--- src/hdl/fcpc_pkg.sv ---
// Package for the four-channel period capture block: types, constants, helpers.
`default_nettype none
package fcpc_pkg;

	localparam int DATA_W     = 32;
	localparam int CNT_W      = 16;
	localparam int TIMER_BITS = 16;
	localparam int CH_W       = 2;
	localparam int NUM_W      = 38;   // 60 * upper
	localparam int DEN_W      = 35;   // 7 * period
	localparam int DIV_CNT_W  = $clog2(NUM_W);
	localparam int CHANNELS_DEF = 4;

	localparam logic [DATA_W-1:0] UPPER_RST  = 32'd1000000;
	localparam logic [DATA_W-1:0] LOWER_RST  = 32'd100;
	localparam logic [CNT_W-1:0]  EXPIRY_RST = 16'd5;
	localparam logic [DATA_W-1:0] PERIOD_RST = 32'd1000001;

	localparam logic CMD_OVERFLOW = 1'b0;
	localparam logic CMD_CAPTURE  = 1'b1;

	typedef enum logic [1:0] {
		REG_UPPER  = 2'd0,
		REG_LOWER  = 2'd1,
		REG_EXPIRY = 2'd2
	} reg_idx_t;

	typedef enum logic [2:0] {
		ST_IDLE,
		ST_EVAL,
		ST_PREP,
		ST_DIV,
		ST_DONE
	} state_t;

	typedef struct packed {
		logic             start;
		logic [NUM_W-1:0] num;
		logic [DEN_W-1:0] den;
	} div_req_t;

	typedef struct packed {
		logic             done;
		logic [NUM_W-1:0] quot;
	} div_rsp_t;

	function automatic logic [CNT_W-1:0] sat_inc(input logic [CNT_W-1:0] v);
		sat_inc = (&v) ? v : v + 1'b1;
	endfunction

endpackage
`default_nettype wire

--- src/hdl/fcpc_div.sv ---
// Restoring serial divider, one quotient bit per cycle.
`default_nettype none
module fcpc_div (
	input  wire logic             clk,
	input  wire logic             arst_n,
	input  fcpc_pkg::div_req_t    req,
	output fcpc_pkg::div_rsp_t    rsp
);
	import fcpc_pkg::*;

	logic                 busy_q;
	logic                 done_q;
	logic [DIV_CNT_W-1:0] cnt_q;
	logic [DEN_W-1:0]     rem_q;
	logic [DEN_W-1:0]     den_q;
	logic [NUM_W-1:0]     quo_q;
	logic [DEN_W:0]       shifted;
	logic [DEN_W:0]       den_ext;
	logic                 ge;
	logic [DEN_W:0]       diff;
	logic [DEN_W-1:0]     rem_next;

	always_comb begin
		shifted  = {rem_q, quo_q[NUM_W-1]};
		den_ext  = {1'b0, den_q};
		ge       = (shifted >= den_ext);
		diff     = shifted - den_ext;
		rem_next = ge ? diff[DEN_W-1:0] : shifted[DEN_W-1:0];
	end

	always_ff @(posedge clk or negedge arst_n) begin
		if (!arst_n) begin
			busy_q <= 1'b0;
			done_q <= 1'b0;
			cnt_q  <= '0;
		end else begin
			done_q <= 1'b0;
			if (req.start) begin
				busy_q <= 1'b1;
				cnt_q  <= '0;
			end else if (busy_q) begin
				cnt_q <= cnt_q + 1'b1;
				if (cnt_q == DIV_CNT_W'(NUM_W - 1)) begin
					busy_q <= 1'b0;
					done_q <= 1'b1;
				end
			end
		end
	end

	always_ff @(posedge clk) begin
		if (req.start) begin
			rem_q <= '0;
			den_q <= req.den;
			quo_q <= req.num;
		end else if (busy_q) begin
			rem_q <= rem_next;
			quo_q <= {quo_q[NUM_W-2:0], ge};
		end
	end

	assign rsp.done = done_q;
	assign rsp.quot = quo_q;

endmodule
`default_nettype wire

--- src/hdl/four_channel_period_capture.sv ---
// Top level: per-channel period capture with serial rpm divider and APB registers.
//
//  port group | dir | contents
//  -----------+-----+-------------------------------------------------
//  s_*        | in  | capture/overflow request (tuser = command)
//  m_*        | out | channel report (tuser = period_updated)
//  p*         | cfg | APB: upper limit @0x0, lower limit @0x4, expiry @0x8
//
// A request passes from accept to result register through an update state, an
// operand state that starts the serial divider, the divider's bit steps, and a
// state that sees it finish and loads the result. The next accept can follow in
// the cycle after the load; no new request is taken before. Reset restores the
// register defaults and all channel state at once. A result waiting in the
// output register does not block the next accept; the next result waits for it.
`default_nettype none
module four_channel_period_capture #(
	parameter int CHANNELS = fcpc_pkg::CHANNELS_DEF
) (
	input  wire logic        clk,
	input  wire logic        arst_n,
	input  wire logic        s_tvalid,
	output logic             s_tready,
	input  wire logic [23:0] s_tdata,   // channel[1:0], capture_count[17:2], zero pad
	input  wire logic        s_tuser,   // command
	output logic             m_tvalid,
	input  wire logic        m_tready,
	output logic [71:0]      m_tdata,   // report_channel[1:0], period_ticks[33:2], rpm[65:34]
	output logic             m_tuser,   // period_updated
	input  wire logic        psel,
	input  wire logic        penable,
	input  wire logic        pwrite,
	input  wire logic [3:0]  paddr,
	input  wire logic [31:0] pwdata,
	output logic [31:0]      prdata,
	output logic             pready
);
	import fcpc_pkg::*;

	localparam int IDX_W = (CHANNELS > 1) ? $clog2(CHANNELS) : 1;

	state_t state_q, state_d;

	logic [DATA_W-1:0]     upper_q;
	logic [DATA_W-1:0]     lower_q;
	logic [CNT_W-1:0]      expiry_q;

	logic [TIMER_BITS-1:0] start_q  [CHANNELS];
	logic [CNT_W-1:0]      ovf_q    [CHANNELS];
	logic [CNT_W-1:0]      exp_q    [CHANNELS];
	logic [DATA_W-1:0]     period_q [CHANNELS];
	logic [CHANNELS-1:0]   enable_q;
	logic [CNT_W-1:0]      exp_inc  [CHANNELS];

	logic                  cmd_q;
	logic [CH_W-1:0]       ch_q;
	logic [TIMER_BITS-1:0] now_q;
	logic                  upd_q;
	logic [DATA_W-1:0]     rep_period_q;
	logic                  rpm_zero_q;

	logic                  m_tvalid_q;
	logic [71:0]           m_tdata_q;
	logic                  m_tuser_q;

	logic [IDX_W-1:0]      idx;
	logic                  ch_ok;
	logic [DATA_W-1:0]     stopped;
	logic [DATA_W:0]       meas;
	logic                  meas_ok;
	logic                  wr_en;
	logic                  in_acc;
	logic                  out_load;
	logic [DATA_W-1:0]     cur_period;
	logic [DATA_W-1:0]     rpm;
	div_req_t              div_req;
	div_rsp_t              div_rsp;

	// configuration
	assign pready = 1'b1;
	assign wr_en  = psel && penable && pwrite && pready;

	always_ff @(posedge clk or negedge arst_n) begin
		if (!arst_n) begin
			upper_q  <= UPPER_RST;
			lower_q  <= LOWER_RST;
			expiry_q <= EXPIRY_RST;
		end else if (wr_en) begin
			case (reg_idx_t'(paddr[3:2]))
				REG_UPPER:  upper_q  <= pwdata;
				REG_LOWER:  lower_q  <= pwdata;
				REG_EXPIRY: expiry_q <= pwdata[CNT_W-1:0];
				default: ;
			endcase
		end
	end

	always_comb begin
		case (reg_idx_t'(paddr[3:2]))
			REG_UPPER:  prdata = upper_q;
			REG_LOWER:  prdata = lower_q;
			REG_EXPIRY: prdata = {{(DATA_W-CNT_W){1'b0}}, expiry_q};
			default:    prdata = '0;
		endcase
	end

	// datapath helpers
	assign idx        = IDX_W'(ch_q);
	assign ch_ok      = (32'(ch_q) < CHANNELS);
	assign stopped    = (&upper_q) ? upper_q : upper_q + 1'b1;
	assign meas       = {1'b0, ovf_q[idx], now_q} - {{(DATA_W-TIMER_BITS+1){1'b0}}, start_q[idx]};
	assign meas_ok    = !meas[DATA_W] && (meas[DATA_W-1:0] > lower_q);
	assign cur_period = ch_ok ? period_q[idx] : '0;

	always_comb begin
		for (int i = 0; i < CHANNELS; i++) begin
			exp_inc[i] = sat_inc(exp_q[i]);
		end
	end

	// sequencer
	assign in_acc   = s_tvalid && s_tready;
	assign s_tready = (state_q == ST_IDLE);
	assign out_load = (state_q == ST_DONE) && (!m_tvalid_q || m_tready);

	always_ff @(posedge clk or negedge arst_n) begin
		if (!arst_n) begin
			state_q <= ST_IDLE;
		end else begin
			state_q <= state_d;
		end
	end

	always_comb begin
		state_d       = state_q;
		div_req.start = 1'b0;
		div_req.num   = ({6'b0, upper_q} << 6) - ({6'b0, upper_q} << 2);
		div_req.den   = ({3'b0, cur_period} << 3) - {3'b0, cur_period};
		case (state_q)
			ST_IDLE: begin
				if (in_acc) state_d = ST_EVAL;
			end
			ST_EVAL: state_d = ST_PREP;
			ST_PREP: begin
				div_req.start = 1'b1;
				state_d       = ST_DIV;
			end
			ST_DIV: begin
				if (div_rsp.done) state_d = ST_DONE;
			end
			ST_DONE: begin
				if (out_load) state_d = ST_IDLE;
			end
			default: state_d = ST_IDLE;
		endcase
	end

	// request capture and per-report operands
	always_ff @(posedge clk) begin
		if (in_acc) begin
			cmd_q <= s_tuser;
			ch_q  <= s_tdata[1:0];
			now_q <= s_tdata[17:2];
		end
		if (state_q == ST_PREP) begin
			rep_period_q <= cur_period;
			rpm_zero_q   <= !ch_ok || (cur_period > upper_q) || (cur_period == '0);
		end
	end

	// channel state
	always_ff @(posedge clk or negedge arst_n) begin
		if (!arst_n) begin
			enable_q <= '1;
			upd_q    <= 1'b0;
			for (int i = 0; i < CHANNELS; i++) begin
				start_q[i]  <= '0;
				ovf_q[i]    <= '0;
				exp_q[i]    <= '0;
				period_q[i] <= PERIOD_RST;
			end
		end else if (state_q == ST_EVAL) begin
			upd_q <= 1'b0;
			if (cmd_q == CMD_OVERFLOW) begin
				enable_q <= '1;
				for (int i = 0; i < CHANNELS; i++) begin
					ovf_q[i] <= sat_inc(ovf_q[i]);
					exp_q[i] <= exp_inc[i];
					if (exp_inc[i] > expiry_q) period_q[i] <= stopped;
				end
			end else if (ch_ok && enable_q[idx]) begin
				exp_q[idx] <= '0;
				if (start_q[idx] == '0) begin
					start_q[idx] <= now_q;
					ovf_q[idx]   <= '0;
				end else if (now_q != '0 && meas_ok) begin
					period_q[idx] <= meas[DATA_W-1:0];
					start_q[idx]  <= '0;
					ovf_q[idx]    <= '0;
					enable_q[idx] <= 1'b0;
					upd_q         <= 1'b1;
				end
			end
		end
	end

	fcpc_div u_div (
		.clk    (clk),
		.arst_n (arst_n),
		.req    (div_req),
		.rsp    (div_rsp)
	);

	assign rpm = rpm_zero_q ? '0 :
		(|div_rsp.quot[NUM_W-1:DATA_W]) ? '1 : div_rsp.quot[DATA_W-1:0];

	// output register
	always_ff @(posedge clk or negedge arst_n) begin
		if (!arst_n) begin
			m_tvalid_q <= 1'b0;
		end else if (out_load) begin
			m_tvalid_q <= 1'b1;
		end else if (m_tready) begin
			m_tvalid_q <= 1'b0;
		end
	end

	always_ff @(posedge clk) begin
		if (out_load) begin
			m_tdata_q <= {6'b0, rpm, rep_period_q, ch_q};
			m_tuser_q <= upd_q;
		end
	end

	assign m_tvalid = m_tvalid_q;
	assign m_tdata  = m_tdata_q;
	assign m_tuser  = m_tuser_q;

	// checks
	a_busy_after_accept: assert property (@(posedge clk) disable iff (!arst_n)
		s_tvalid && s_tready |=> !s_tready)
		else $error("accepted a request while busy");

	a_div_done_in_div: assert property (@(posedge clk) disable iff (!arst_n)
		div_rsp.done |-> state_q == ST_DIV)
		else $error("divider finished outside its state");

	a_rpm_zero_when_stopped: assert property (@(posedge clk) disable iff (!arst_n)
		m_tvalid && m_tdata[33:2] > upper_q |-> m_tdata[65:34] == '0)
		else $error("nonzero rpm for a stopped channel");

	a_updated_above_lower: assert property (@(posedge clk) disable iff (!arst_n)
		m_tvalid && m_tuser |-> m_tdata[33:2] > lower_q)
		else $error("stored period not above lower limit");

endmodule
`default_nettype wire
--- config.mk ---
export PLATFORM = sky130hd
export DESIGN_NAME = four_channel_period_capture
export DESIGN_NICKNAME = d
export VERILOG_FILES = /design/src/hdl/fcpc_pkg.sv /design/src/hdl/fcpc_div.sv /design/src/hdl/four_channel_period_capture.sv
export SDC_FILE = /design/constraint.sdc
export NUM_CORES = 2
export LEC_CHECK = 0
export ABC_CLOCK_PERIOD_IN_PS = 6400
export BUFFER_PORTS_ARGS = -buffer_cell sky130_fd_sc_hd__buf_2
export CORE_MARGIN = 5
export CORE_UTILIZATION = 55
export DETAILED_ROUTE_END_ITERATION = 12
export PLACE_DENSITY_LB_ADDON = 0.15
export SLEW_MARGIN = 5
export SYNTH_ARGS = -nofsm -noshare
export SYNTH_HDL_FRONTEND = slang
export SYNTH_SLANG_ARGS = --single-unit
--- constraint.sdc ---
create_clock -name clk -period 6.4 [get_ports clk]
set_input_delay 0.32 -clock clk [delete_from_list [all_inputs] [get_ports clk]]
set_output_delay 0.32 -clock clk [all_outputs]
set_load 0.03 [all_outputs]
==> out/metrics.cfg <==
[status]
run_status=completed

[sta]
layout_worst_path_cycle_share=0.9516
finalClockSkew_ns=0.02259
count_of_endpoints_failing_setup_in_the_final_report=0
layout_min_cycle_time_ns=6.090
slew-limit-headroom=0.1830
fmax_mhz=164.2
hold-worst-slack_ns=0.1250
transition_time_at_the_pin_with_the_least_slew_margin_ns=1.223
tns_ns=0
finalHoldViolCount=0
drv_slew=0

[yosys]
ys_types=86
netlist.top_cell.by_area=sky130_fd_sc_hd__dfrtp_1
synth_top_area_share=0.2323
number_of_synthesized_flops_with_an_enable_pin=191
ys.warnings.count=0
synth-seq-cells=643
synth_area_um2=39740
dominant_synthesized_flop_cell=sky130_fd_sc_hd__dfrtp_1
yosysSeqAreaShare=0.4260
ys_async_sr_fraction=0.6485
synthesis.instances=4024
synth.top_cells.by_area=sky130_fd_sc_hd__dfrtp_1 (23%), sky130_fd_sc_hd__edfxtp_1 (14%), sky130_fd_sc_hd__ha_1 (7.8%)
synthesis.area_per_instance_um2=9.877

[worst_hold_path]
holdPathStages=4
hold_end=state_q[0]
hold_class=input port to register
beginning_of_the_worst_hold_path=s_tvalid

[place]
detailedPlacementHpwl_mm=81.76
placement.io_buffers=160
routabilityCongestion=0.9213
dp.cells=5033

[die]
core_region_area_um2=71610
floorplan.rows=98
start_util=0.5550
chipHeight_um=278.8
die-area_um2=77740
fp.dieW_um=278.8
ioPinCount=176

[critical_path]
cpLargestDelayFamily=compound AO/OA/AOI/OAI gates
worstSetupPathType=register to register
end_kind=register
arrival_time_worst_endpoint_ns=6.59
critical_path.reg2reg.startpoint=ch_q[0]
ff2ff_setup_slack_ns=0.31
critPathRequiredTime_ns=6.90
crit_fanout=19
start_kind=register
worst_r2r_end=period_q[89]
rr_worst_depth=26
critPathBufInv=6
cp_slowest_stage_delay_ns=0.53
critical_path.slowest_cell=sky130_fd_sc_hd__mux4_2

[clock_network]
clock_transition_time_at_the_flip_flop_clock_pins_of_the_worst_setup_and_hold_paths_ns=0.06
cts_made_buffers=73
ctsHtreeMaxLevel=3
clk_path_buf_depth=3
clk_latency_ns=0.62
cts_tree=yes
cts_sinks=643
clk_root_buffer_cell=sky130_fd_sc_hd__clkbuf_16

[drt]
sum_of_routed_wire_length_over_all_layers_mm=114.4
firstDrtPassIters=5
drt_via_density=6.166
drt_first_iter_violations=3225
ant_nets=0
post-route-drc-count=0
route.vias.total=32190
routed_wire_length_per_instance_um=21.91

[final_layout]
layout_cells_sized_above_1=0.1489
layout.nets=4531
area_growth_syn_to_layout_pct=12.88
layout.cells.most_common_list=sky130_fd_sc_hd__o21ai_0 (446), sky130_fd_sc_hd__dfrtp_1 (368), sky130_fd_sc_hd__nand2_1 (341)
final_cell_count_no_fill=5221
layout.cells.most_common=sky130_fd_sc_hd__o21ai_0

[grt]
grtUsageMet3=0.04122
grt_pass1_vias=30980
maximum_number_of_pins_on_one_net_before_global_route_repair=132
use_met1=0.4128
globalRoute.totalOverflow=0
grt_pass1_wl_mm=180.3
grt_usage=0.2894
global_route.usage.met2=0.4559
grt_antenna_before_repair=0
busiest_layer=met2

[power]
vdd.ir_drop.worst_uv=269.5
power_density_cells_nw_per_um2=335.0
leakage_component_of_the_power_nw=20.22

[flow_run]
drv.max_cap_violation_count=0

[cell families after synthesis]
| group | count (synthesis) | synth area share |
|---|---|---|
| AO/OA/AOI/OAI | 1103 | 0.1735 |
| XOR/XNOR | 195 | 0.04297 |
| adder cells (fa/ha/maj) | 251 | 0.07940 |
| buffers and inverters | 453 | 0.04732 |
| flip-flops | 643 | 0.4260 |
| multiplexers | 274 | 0.09787 |
| other | 2 | 0.0001890 |
| AND/OR/NAND/NOR | 1103 | 0.1328 |
[power breakdown]
part	internal, mW	switching, mW	leakage (nW)
Clock	2.67	1.74	1.23
Sequential	4.96	0.468	7.53
Combinational	2.13	3.06	11.5
Total	9.76	5.27	20.2
[state kept, by name, indices dropped and copies added, names as in the netlist, 34 cells and up]
register	flops
period_q	128
m_tdata	66
u_div.quo_q	38
u_div.rem_q	35
exp_q	64
start_q	64
u_div.den_q	34
ovf_q	64
[metrics by stage]
step	total power, mW	worst slack [ns]	cell area, um^2	utilization
after floorplan	9.154	0.001616	39770	-
after global placement	10.46	0.08233	41710	0.5824
after detailed placement	10.55	-0.02507	41710	0.5824
after CTS	15.01	0.06357	44740	0.6247
after global routing	15.95	-0.000009326	44860	0.6265
final	15.03	0.3099	44860	0.6265
[worst register-to-register path: stages (launching register included)]
cell and delay [ns]:
sky130_fd_sc_hd__edfxtp_1 0.42, sky130_fd_sc_hd__buf_8 0.22, sky130_fd_sc_hd__mux4_2 0.54, sky130_fd_sc_hd__inv_1 0.07
sky130_fd_sc_hd__ha_1 0.23, sky130_fd_sc_hd__a21o_1 0.18, sky130_fd_sc_hd__a21o_1 0.17, sky130_fd_sc_hd__a21oi_1 0.22
sky130_fd_sc_hd__a21boi_0 0.20, sky130_fd_sc_hd__nor3_2 0.18, sky130_fd_sc_hd__buf_4 0.22, sky130_fd_sc_hd__and2_1 0.19
sky130_fd_sc_hd__nand2_1 0.09, sky130_fd_sc_hd__xnor2_2 0.25, sky130_fd_sc_hd__inv_1 0.08, sky130_fd_sc_hd__ha_1 0.27
sky130_fd_sc_hd__nand4_1 0.10, sky130_fd_sc_hd__or3_1 0.38, sky130_fd_sc_hd__o21ai_0 0.18, sky130_fd_sc_hd__a311o_2 0.24
sky130_fd_sc_hd__o211ai_1 0.14, sky130_fd_sc_hd__a21oi_2 0.26, sky130_fd_sc_hd__a31oi_4 0.16, sky130_fd_sc_hd__a2111oi_4 0.23
sky130_fd_sc_hd__buf_4 0.20, sky130_fd_sc_hd__buf_12 0.21, sky130_fd_sc_hd__mux2_4 0.34
[final cells by class]
type	instances	area, um^2
antenna	1	2.502
clock buffer	98	2056
clock inverter	35	450.4
fill	5926	26750
inverter	262	983.4
multi-input combinational	2933	21110
sequential	643	16930
tap	950	1189
timing repair buffer	299	2142
[synthesized netlist by cell type, types with 21 or more instances]
library cell	instances
sky130_fd_sc_hd__o21ai_0	447
sky130_fd_sc_hd__dfrtp_1	369
sky130_fd_sc_hd__nand2_1	342
sky130_fd_sc_hd__nor2_1	295
sky130_fd_sc_hd__inv_1	261
sky130_fd_sc_hd__ha_1	249
sky130_fd_sc_hd__a21oi_1	231
sky130_fd_sc_hd__edfxtp_1	191
sky130_fd_sc_hd__clkbuf_1	130
sky130_fd_sc_hd__xnor2_1	124
sky130_fd_sc_hd__a21o_1	102
sky130_fd_sc_hd__nand3_1	88
sky130_fd_sc_hd__mux2i_1	83
sky130_fd_sc_hd__nand4_1	83
sky130_fd_sc_hd__xor2_1	71
sky130_fd_sc_hd__mux2_2	68
sky130_fd_sc_hd__and3_1	66
sky130_fd_sc_hd__a32o_1	64
sky130_fd_sc_hd__mux4_2	64
sky130_fd_sc_hd__dfstp_2	48
sky130_fd_sc_hd__mux2_4	46
sky130_fd_sc_hd__o31ai_1	44
sky130_fd_sc_hd__nand2b_1	42
sky130_fd_sc_hd__o21a_1	41
sky130_fd_sc_hd__nor3_1	40
sky130_fd_sc_hd__nor2b_1	36
sky130_fd_sc_hd__dfxtp_1	35
sky130_fd_sc_hd__and4_1	30
sky130_fd_sc_hd__a22o_1	27
sky130_fd_sc_hd__a31oi_1	24
sky130_fd_sc_hd__nor4_1	24
sky130_fd_sc_hd__buf_2	21
[routing by layer]
| metal | wire length, um | part of all wire | up-vias |
|---|---|---|---|
| met5 | 0 | 0 | - |
| met1 | 50680 | 0.44 | 15770 |
| met3 | 7358 | 0.064 | 252 |
| li1 | - | - | 15030 |
| met4 | 4629 | 0.040 | 0 |
| met2 | 51730 | 0.45 | 1144 |
[worst max-delay path by stage]
stage / start / endpoint / cells past startpoint
final: ch_q[0] / period_q[89] / 26
after global routing: ch_q[0] / period_q[64] / 26
after CTS: ch_q[0] / period_q[64] / 26
after detailed placement: ch_q[0] / period_q[57] / 26
after global placement: ch_q[0] / period_q[61] / 22
after floorplan: ch_q[0] / period_q[34] / 28
[timing repair]
item / 4_1_cts / 5_1_grt
buffers inserted: 0 / 2
endpoints found under the setup margin: 23 / 240
pin swaps: 0 / 3
resized for setup: 4 / 16
endpoints found under the hold margin: 174 / 2
hold buffers: 50 / 2
Note: power is estimated with default switching activity, not from simulation.
